[src/hdl/gcd_lcm_subtractive_unit_defines.svh]
// Assertion macros shared by the GCD/LCM unit modules.
`ifndef GCD_LCM_SUBTRACTIVE_UNIT_DEFINES_SVH
`define GCD_LCM_SUBTRACTIVE_UNIT_DEFINES_SVH
`ifndef NO_ASSERTIONS
// Clocked property, checked outside reset.
`define GLS_ASSERT(label, clk, rst, prop) \
  label: assert property (@(posedge clk) disable iff (rst) prop) \
    else $error("gcd_lcm_subtractive_unit: assertion failed");
// Clocked property, checked during reset as well.
`define GLS_ASSERT_ALWAYS(label, clk, prop) \
  label: assert property (@(posedge clk) prop) \
    else $error("gcd_lcm_subtractive_unit: assertion failed");
`else
`define GLS_ASSERT(label, clk, rst, prop)
`define GLS_ASSERT_ALWAYS(label, clk, prop)
`endif
`endif

[src/hdl/gcdlcm_pkg.sv]
// Shared widths, result codes and controller/datapath interface types.
package gcdlcm_pkg;

  localparam int OPERAND_WIDTH = 16;
  localparam int PRODUCT_WIDTH = 2 * OPERAND_WIDTH;
  localparam int COUNT_WIDTH   = $clog2(OPERAND_WIDTH);
  localparam int STATUS_WIDTH  = 2;

  // Result codes carried in the status field.
  localparam logic [STATUS_WIDTH-1:0] RES_OK        = 2'd0;
  localparam logic [STATUS_WIDTH-1:0] RES_BOTH_ZERO = 2'd1;
  localparam logic [STATUS_WIDTH-1:0] RES_ONE_ZERO  = 2'd2;

  // Commands from the controller to the datapath.
  typedef struct packed {
    logic load;       // capture a new input word
    logic sub_step;   // one subtraction of the smaller from the larger
    logic div_start;  // set up the quotient a / gcd
    logic div_step;   // one restoring division step
    logic out_load;   // write the result word into the output register
  } dp_cmd_t;

  // Status from the datapath to the controller.
  typedef struct packed {
    logic zero_case;  // an incoming operand is zero
    logic equal;      // both working operands are equal
    logic div_last;   // the current division step is the last one
  } dp_flags_t;

endpackage

[src/hdl/gcdlcm_ctrl.sv]
// Controller state machine for the GCD/LCM unit.
`include "gcd_lcm_subtractive_unit_defines.svh"

module gcdlcm_ctrl (
  input  logic                clk,
  input  logic                rst,
  input  logic                in_valid,
  output logic                in_stall,
  output logic                out_valid,
  input  logic                out_stall,
  input  gcdlcm_pkg::dp_flags_t flags,
  output gcdlcm_pkg::dp_cmd_t   cmd
);

  localparam logic [1:0] S_IDLE = 2'd0;
  localparam logic [1:0] S_SUB  = 2'd1;
  localparam logic [1:0] S_DIV  = 2'd2;
  localparam logic [1:0] S_FIN  = 2'd3;

  logic [1:0] state;
  logic [1:0] state_next;
  logic       out_valid_next;
  logic       slot_free;

  // The output register can take a word when empty or being drained.
  assign slot_free = !out_valid || !out_stall;
  assign in_stall  = (state != S_IDLE);

  // Next state and commands.
  always_comb begin
    state_next = state;
    cmd        = '0;
    case (state)
      S_IDLE: begin
        if (in_valid) begin
          cmd.load   = 1'b1;
          state_next = flags.zero_case ? S_FIN : S_SUB;
        end
      end
      S_SUB: begin
        if (flags.equal) begin
          cmd.div_start = 1'b1;
          state_next    = S_DIV;
        end else begin
          cmd.sub_step = 1'b1;
        end
      end
      S_DIV: begin
        cmd.div_step = 1'b1;
        if (flags.div_last) begin
          state_next = S_FIN;
        end
      end
      S_FIN: begin
        if (slot_free) begin
          cmd.out_load = 1'b1;
          state_next   = S_IDLE;
        end
      end
      default: begin
        state_next = S_IDLE;
      end
    endcase
  end

  // Output word valid flag.
  always_comb begin
    if (cmd.out_load) begin
      out_valid_next = 1'b1;
    end else if (out_stall) begin
      out_valid_next = out_valid;
    end else begin
      out_valid_next = 1'b0;
    end
  end

  always_ff @(posedge clk) begin
    if (rst) begin
      state     <= S_IDLE;
      out_valid <= 1'b0;
    end else begin
      state     <= state_next;
      out_valid <= out_valid_next;
    end
  end

  `GLS_ASSERT(a_out_load_free, clk, rst, cmd.out_load |-> (!out_valid || !out_stall))
  `GLS_ASSERT_ALWAYS(a_cmd_onehot, clk, $onehot0(cmd))
  `GLS_ASSERT(a_div_to_fin, clk, rst, (state == S_DIV && flags.div_last) |=> state == S_FIN)

endmodule

[src/hdl/gcdlcm_dp.sv]
// Datapath for the GCD/LCM unit: subtractor, divider, multiplier, output register.
`include "gcd_lcm_subtractive_unit_defines.svh"

module gcdlcm_dp (
  input  logic                                      clk,
  input  logic                                      rst,
  input  gcdlcm_pkg::dp_cmd_t                       cmd,
  output gcdlcm_pkg::dp_flags_t                     flags,
  input  logic [gcdlcm_pkg::OPERAND_WIDTH-1:0]      first_operand,
  input  logic [gcdlcm_pkg::OPERAND_WIDTH-1:0]      second_operand,
  output logic [gcdlcm_pkg::STATUS_WIDTH-1:0]       status,
  output logic [gcdlcm_pkg::OPERAND_WIDTH-1:0]      divisor,
  output logic [gcdlcm_pkg::PRODUCT_WIDTH-1:0]      multiple
);

  localparam int W = gcdlcm_pkg::OPERAND_WIDTH;
  localparam int P = gcdlcm_pkg::PRODUCT_WIDTH;
  localparam int C = gcdlcm_pkg::COUNT_WIDTH;

  logic [W-1:0]   x;
  logic [W-1:0]   y;
  logic [W-1:0]   a_keep;
  logic [W-1:0]   b_keep;
  logic [gcdlcm_pkg::STATUS_WIDTH-1:0] res_code;
  logic [W-1:0]   rem;
  logic [W-1:0]   quo;
  logic [C-1:0]   cnt;
  logic [W:0]     shifted;
  logic [W+1:0]   trial;
  logic           fits;
  logic [P-1:0]   product;
  logic [gcdlcm_pkg::STATUS_WIDTH-1:0] code_in;

  // Classify the incoming operands.
  always_comb begin
    if (first_operand == '0 && second_operand == '0) begin
      code_in = gcdlcm_pkg::RES_BOTH_ZERO;
    end else if (first_operand == '0 || second_operand == '0) begin
      code_in = gcdlcm_pkg::RES_ONE_ZERO;
    end else begin
      code_in = gcdlcm_pkg::RES_OK;
    end
  end

  assign flags.zero_case = (first_operand == '0) || (second_operand == '0);
  assign flags.equal     = (x == y);
  assign flags.div_last  = (cnt == C'(W - 1));

  // One restoring division step of a by the gcd held in x.
  assign shifted = {rem, quo[W-1]};
  assign trial   = {1'b0, shifted} - {2'b00, x};
  assign fits    = !trial[W+1];

  // The quotient a / gcd times b is the lcm and fits in the product width.
  assign product = P'(quo) * P'(b_keep);

  // Working registers.
  always_ff @(posedge clk) begin
    if (cmd.load) begin
      x        <= first_operand;
      y        <= second_operand;
      a_keep   <= first_operand;
      b_keep   <= second_operand;
      res_code <= code_in;
    end else if (cmd.sub_step) begin
      if (x > y) begin
        x <= x - y;
      end else begin
        y <= y - x;
      end
    end
    if (cmd.div_start) begin
      rem <= '0;
      quo <= a_keep;
      cnt <= '0;
    end else if (cmd.div_step) begin
      rem <= fits ? trial[W-1:0] : shifted[W-1:0];
      quo <= {quo[W-2:0], fits};
      cnt <= cnt + C'(1);
    end
  end

  // Output register; x | y is the gcd, the nonzero operand, or zero.
  always_ff @(posedge clk) begin
    if (cmd.out_load) begin
      status   <= res_code;
      divisor  <= x | y;
      multiple <= (res_code == gcdlcm_pkg::RES_OK) ? product : '0;
    end
  end

  `GLS_ASSERT(a_sub_distinct, clk, rst, cmd.sub_step |-> (x != y && x != '0 && y != '0))
  `GLS_ASSERT(a_div_start_equal, clk, rst, cmd.div_start |-> x == y)
  `GLS_ASSERT(a_rem_below_gcd, clk, rst, cmd.div_step |=> rem < x)

endmodule

[src/hdl/gcd_lcm_subtractive_unit.sv]
// Top level of the subtractive GCD and LCM unit.
//
//   channel  direction  handshake           word
//   input    in         in_valid/in_stall   first_operand, second_operand
//   output   out        out_valid/out_stall status, divisor, multiple
//
// An item with a zero operand goes from acceptance straight to the result state.
// Otherwise it passes through S subtractions of the GCD loop (up to 2^OPERAND_WIDTH - 2)
// and then the divider, which adds one bit a cycle; the result state waits for a free output register.
// One item is in work at a time; in_stall is high from acceptance until its result is stored.
// A stalled result waits in the output register while the next item is accepted and worked on.
// Reset clears the controller and the output valid flag.
module gcd_lcm_subtractive_unit (
  input  logic                                 clk,
  input  logic                                 rst,
  input  logic                                 in_valid,
  output logic                                 in_stall,
  input  logic [gcdlcm_pkg::OPERAND_WIDTH-1:0] first_operand,
  input  logic [gcdlcm_pkg::OPERAND_WIDTH-1:0] second_operand,
  output logic                                 out_valid,
  input  logic                                 out_stall,
  output logic [gcdlcm_pkg::STATUS_WIDTH-1:0]  status,
  output logic [gcdlcm_pkg::OPERAND_WIDTH-1:0] divisor,
  output logic [gcdlcm_pkg::PRODUCT_WIDTH-1:0] multiple
);

  gcdlcm_pkg::dp_cmd_t   cmd;
  gcdlcm_pkg::dp_flags_t flags;

  // Sequencer.
  gcdlcm_ctrl u_ctrl (
    .clk       (clk),
    .rst       (rst),
    .in_valid  (in_valid),
    .in_stall  (in_stall),
    .out_valid (out_valid),
    .out_stall (out_stall),
    .flags     (flags),
    .cmd       (cmd)
  );

  // Arithmetic and result register.
  gcdlcm_dp u_dp (
    .clk            (clk),
    .rst            (rst),
    .cmd            (cmd),
    .flags          (flags),
    .first_operand  (first_operand),
    .second_operand (second_operand),
    .status         (status),
    .divisor        (divisor),
    .multiple       (multiple)
  );

endmodule
[config.mk]
export PLATFORM = sky130hd
export DESIGN_NAME = gcd_lcm_subtractive_unit
export DESIGN_NICKNAME = d
export VERILOG_FILES = /design/src/hdl/gcdlcm_pkg.sv /design/src/hdl/gcdlcm_ctrl.sv /design/src/hdl/gcdlcm_dp.sv /design/src/hdl/gcd_lcm_subtractive_unit.sv
export VERILOG_INCLUDE_DIRS = /design/src /design/src/hdl
export SDC_FILE = /design/constraint.sdc
export NUM_CORES = 1
export LEC_CHECK = 0
export BUFFER_PORTS_ARGS = -buffer_cell sky130_fd_sc_hd__buf_2
export CELL_PAD_IN_SITES_DETAIL_PLACEMENT = 0
export CELL_PAD_IN_SITES_GLOBAL_PLACEMENT = 1
export CORE_ASPECT_RATIO = 1.2
export CORE_MARGIN = 1
export CORE_UTILIZATION = 54
export CTS_CLUSTER_SIZE = 8
export DETAILED_ROUTE_END_ITERATION = 10
export PLACE_DENSITY_LB_ADDON = 0.1
export SLEW_MARGIN = 10
export SYNTH_ARGS = -nofsm -noshare
export SYNTH_HDL_FRONTEND = slang
export SYNTH_SLANG_ARGS = --single-unit
export TNS_END_PERCENT = 30
[constraint.sdc]
create_clock -name clk -period 17 [get_ports clk]
set_clock_uncertainty 0.05 [all_clocks]
set_input_delay 0.85 -clock clk [delete_from_list [all_inputs] [get_ports clk]]
set_output_delay 0.85 -clock clk [all_outputs]
set_load 0.02 [all_outputs]
-- Yosys cells after proc, flatten, opt, wreduce, memory -nomap -nowiden
Index checks and enable logic that the tools add are counted.
- bits in latches: 0
- memory bits (read-only): 0
- memories kept: 0
- memory bits (writable): 0
- input bits: 36
- register bits: 155
- logic and storage cells: 74
- divide/modulo/power cells: 0
- bitwise logic cells: 1
- order comparisons: 1
- add/subtract/negate cells: 4
- multiply operators: 1
- reductions and logical operators: 17
- multiplexer cells: 26
- shift-type cells: 0
- equal/unequal tests: 11
- operators by type and width (cell ; count):
    $mux 16 ; 9
    $logic_not 16->1 ; 2
    $mul 16x16->32 ; 1
    $sub 16x16->16 ; 2
    $sub 17x16->18 ; 1
    $eq 16x16->1 ; 1
    $gt 16x16->1 ; 1
    $or 16x16->16 ; 1
    $mux 2 ; 7
    $mux 1 ; 9
    $ne 2x2->1 const B ; 4
    $pmux 2 s4 ; 1
    $reduce_bool 2->1 ; 4
    $add 4x1->4 const B ; 1
    $eq 2x2->1 const B ; 2
    $eq 4x4->1 const B ; 1
    $logic_not 2->1 ; 2
    $ne 2x1->1 const B ; 2
    $reduce_and 2->1 ; 2
    $reduce_and 4->1 ; 1
    $logic_not 1->1 ; 3
    $eq 2x1->1 const B ; 1
    $logic_or 1x1->1 ; 2
    $logic_and 1x1->1 ; 1

-- Longest topological paths before layout
- depth in word-level cells: 5
- mapped depth: 22
- gate-level depth less buffers: 20

-- Modules after synthesis
Synthesis repeated with hierarchy kept, for this count alone.
- cell total of the unflattened synthesis: 1771
- area total of the unflattened synthesis: 17092.6 um^2
- by module, submodules not included (module ; area each (um^2) ; sequential area each (um^2) ; cells each ; times used):
    gcdlcm_dp ; 16802.4 ; 4364.2 ; 1743 ; 1
    gcdlcm_ctrl ; 290.3 ; 60.1 ; 28 ; 1

-- Worst setup path after synthesis
Ideal clock, no wire load.
- kind: register to register
- from: register u_dp.b_keep[7]
- to: register u_dp.multiple[27] (netlist name) (data pin)
- clock period less this slack: 6179 ps
- stages on the path, launching flop included: 22
- slack: 10821 ps
- required time: 16684 ps
- arrival time: 5863 ps
- path buffers: 2
- setup time: 266 ps
- cell sequence: edfxtp_1 > clkbuf_1 > nand2_1 > fa_1 > inv_1 > fa_1 > inv_1 > fa_1 > inv_1 > fa_1 > fa_1 > inv_1 > fa_1 > inv_1 > ha_1 > clkbuf_8 > and3_1 > a311o_1 > or4b_4 > a311oi_2 > xnor2_1 > nor2_1
- cells in the longest elaborated chain, start to end: 1
- ends and longest elaborated chain (what ; RTL line ; source):
    start, declared ; gcdlcm_dp.sv:23 ; logic [W-1:0] b_keep;
    start signal, assigned ; gcdlcm_dp.sv:63 ; b_keep <= second_operand;
    $mul 16x16->32 ; gcdlcm_dp.sv:55 ; assign product = P'(quo) * P'(b_keep);
    end signal, assigned ; gcdlcm_dp.sv:88 ; multiple <= (res_code == gcdlcm_pkg::RES_OK) ? product : '0;
    end, declared ; gcdlcm_dp.sv:13 ; output logic [gcdlcm_pkg::PRODUCT_WIDTH-1:0] multiple
Every way passes these cells.
A chain may end at the register's enable or synchronous reset.

-- Final worst setup path
Ends and elaborated chain as after synthesis.

==> metrics.txt <==
hold_sp u_dp.res_code[0]; total congestion overflow 0; Most used DFF post-synth edfxtp_1; synth warn 0; via count 12,526; DRC viols 0; nets@finish 2,242; synthesis-to-finish area growth 7.76%; Crit Path Category reg2reg; Hold Vio Cnt, Final 0; commonest non-fill, non-tap cell in the layout inv_1; CTS root buf clkbuf_16; Worst Tran Pin Value 0.943 ns; Async SR Flop Fraction 0; total wire length 45,100 um; initial antenna violation count 0; syn nets 2,191; cell breakdown of the critical path nand2_1 > fa_1 > inv_1 > fa_1 > inv_1 > fa_1 > inv_1 > fa_1 > fa_1 > inv_1 > fa_1 > inv_1 > ha_1 > and3_1 > a311o_1 > or4b_4 > a311oi_2 > xnor2_1 > nor2_1; post-layout minimum cycle time 6.68 ns; clock-pin slew on the worst setup and hold paths 0.06 ns; postcts setup bufs 0; total clock sinks 155; number of synthesized flops with an enable pin 132; commonest cells after routing, fill and taps aside inv_1 (307), nand2_1 (237), fa_1 (197), ha_1 (173), and2_1 (136); Synth Cell Area 17,000 um2; crit end category flip-flop; DR vias/cell 5.58; synthesis-stage register bit count 155; Rows 70; gpl congestion 0.913; worst hold path depth 0; post-route ant nets 0; top cell type's share of synthesized area 0.234; Critical Path RT 17.12 ns; post-synthesis sequential area ratio 0.261; number of diodes 0; RSZ-0062 raised after global routing false; initial core utilization 0.552; Crit-path slowest cell edfxtp_1; Synth area leader edfxtp_1; total track usage 0.295; routed len/inst 20.1 um; share of cells above drive strength 1 0.0795; CTS max path bufs 2; fmax 150 MHz; number of global-route vias before repair 13,229; Chip Width 164 um; Most common cell on crit path fa_1; TritonCTS clock tree built; die height 196 um; CTS Hold Bufs 0; Top Family by Delay on Critical Path adder cells; dpl hpwl 35,200 um; Max stage delay on crit path 0.82 ns; Worst Path Max Fanout 16; maxcap violations 0; H-tree depth 4; Worst Hold Class reg2reg; first-pass GRT wire length 70,900 um; FF-to-FF path depth 19; final cycle utilization of the critical path 0.393; setup TNS 0 ns; Detailed Route Iter0 Violations 588; hold path endpoint u_dp.status[0]; Core ar. 30,700 um2; max-slew violation count 0; Clk Latency, worst-skew pair 0.44 ns; ranking of synthesized cells by area edfxtp_1 (23%), fa_1 (23%), ha_1 (13%), inv_1 (6.8%), nand2_1 (5.2%); status finished, final reports clean; syn_area_per_cell 9.51 um2; largest net degree at the start of global routing 71; WP data arrival 6.79 ns; Yosys cell types 69; RR Startpoint u_dp.b_keep[7]; WP depth 19; 1st-pass router iterations 7; reg2reg end u_dp.multiple[27]; die area 32,100 um2; # setup viols final 0; sum of buffers and inverters on the critical path 5; port buffer count 87; max_slew headroom 0.370; CP Launch Type flip-flop; worst reg-to-reg setup slack 10.32 ns; Post-Synthesis Cells 1,785; CTS Buf Count 17; post_cts resized 0; I/O Pins 88
flip-flops by register name, indices dropped and copies added, names as in the netlist:
| name | flops |
|---|---|
| u_dp.status | 2 |
| u_dp.x | 16 |
| u_dp.res_code | 2 |
| u_dp.b_keep | 16 |
| u_dp.rem | 16 |
| u_dp.quo | 16 |
| u_dp.multiple | 32 |
| u_dp.cnt | 4 |
| u_dp.divisor | 16 |
| u_ctrl.state | 2 |
| u_ctrl.out_valid | 1 |
| u_dp.y | 16 |
| u_dp.a_keep | 16 |
kinds of logic (layout without fill, tap and decap cells):
group                    after synthesis  after routing  synth area share
multiplexers                          19             19            0.0114
flip-flops                           155            155             0.261
AND/OR/NAND/NOR                      566            566             0.162
buffers and inverters                372            436            0.0846
XOR/XNOR                              55             55            0.0284
adder cells (fa/ha/maj)              370            370             0.360
AO/OA/AOI/OAI                        248            248            0.0926
per-layer routing:
metal,part of all wire,GRT usage,routed length [um],up-vias
met5,0,0,0,-
met4,0.043,0.143,1960,0
met3,0.030,0.0241,1360,86
met2,0.55,0.560,25000,316
met1,0.37,0.327,16800,6257
li1,-,-,-,5867
cell usage after synthesis (17+ instances only):
cell and instances:
fa_1 197, xor2_1 17, nor2_1 76, a21oi_1 76, clkbuf_1 54, o21ai_0 61, inv_1 307, and2_1 136
ha_1 173, nand2_1 237, nor3_1 18, edfxtp_1 132, xnor2_1 38, dfxtp_1 23
metrics by stage:
step | setup slack, ns | hold WS [ns] | utilization | instances | instance area [um2]
finish | 10.32 | 0.431 | 0.595 | 2245 | 18300
global route | 9.99 | 0.460 | 0.595 | 2245 | 18300
CTS | 10.31 | 0.436 | 0.595 | 2245 | 18300
detailed placement | 10.33 | 0.421 | 0.576 | 2213 | 17700
global placement | 10.41 | 0.420 | 0.576 | 2213 | 17700
floorplan | 10.82 | 0.392 | - | 1785 | 17000
worst register-to-register path: cells and delay by family (launching register included):
family	cells	cell delay (ns)
xor+xnor	1	0.15
buf+inv	5	0.26
fa+ha+maj	7	3.43
flops	1	0.82
simple gates	4	1.07
compound gates	2	0.66
how the worst max path moves through the flow:
stage	endpoint	from	slack, ns
floorplan	u_dp.multiple[27]	u_dp.b_keep[7]	10.82
global placement	u_dp.multiple[27]	u_dp.b_keep[7]	10.41
detailed placement	u_dp.multiple[27]	u_dp.b_keep[7]	10.33
CTS	u_dp.multiple[27]	u_dp.b_keep[7]	10.31
global route	u_dp.multiple[29]	u_dp.b_keep[7]	9.99
finish	u_dp.multiple[27]	u_dp.b_keep[7]	10.32
cell type report:
class	instances	area, um2
multi-input cells	1258	11100
flip-flops and latches	155	4420
repair buffers	96	503
inverters	308	1160
clock inverters	9	83.8
well taps	396	495
fillers	2730	12500
clock buffers	23	490
Power is left out: the tool's default activity adds up to more than one toggle a clock period on the data nets, which glitch-free logic cannot reach.
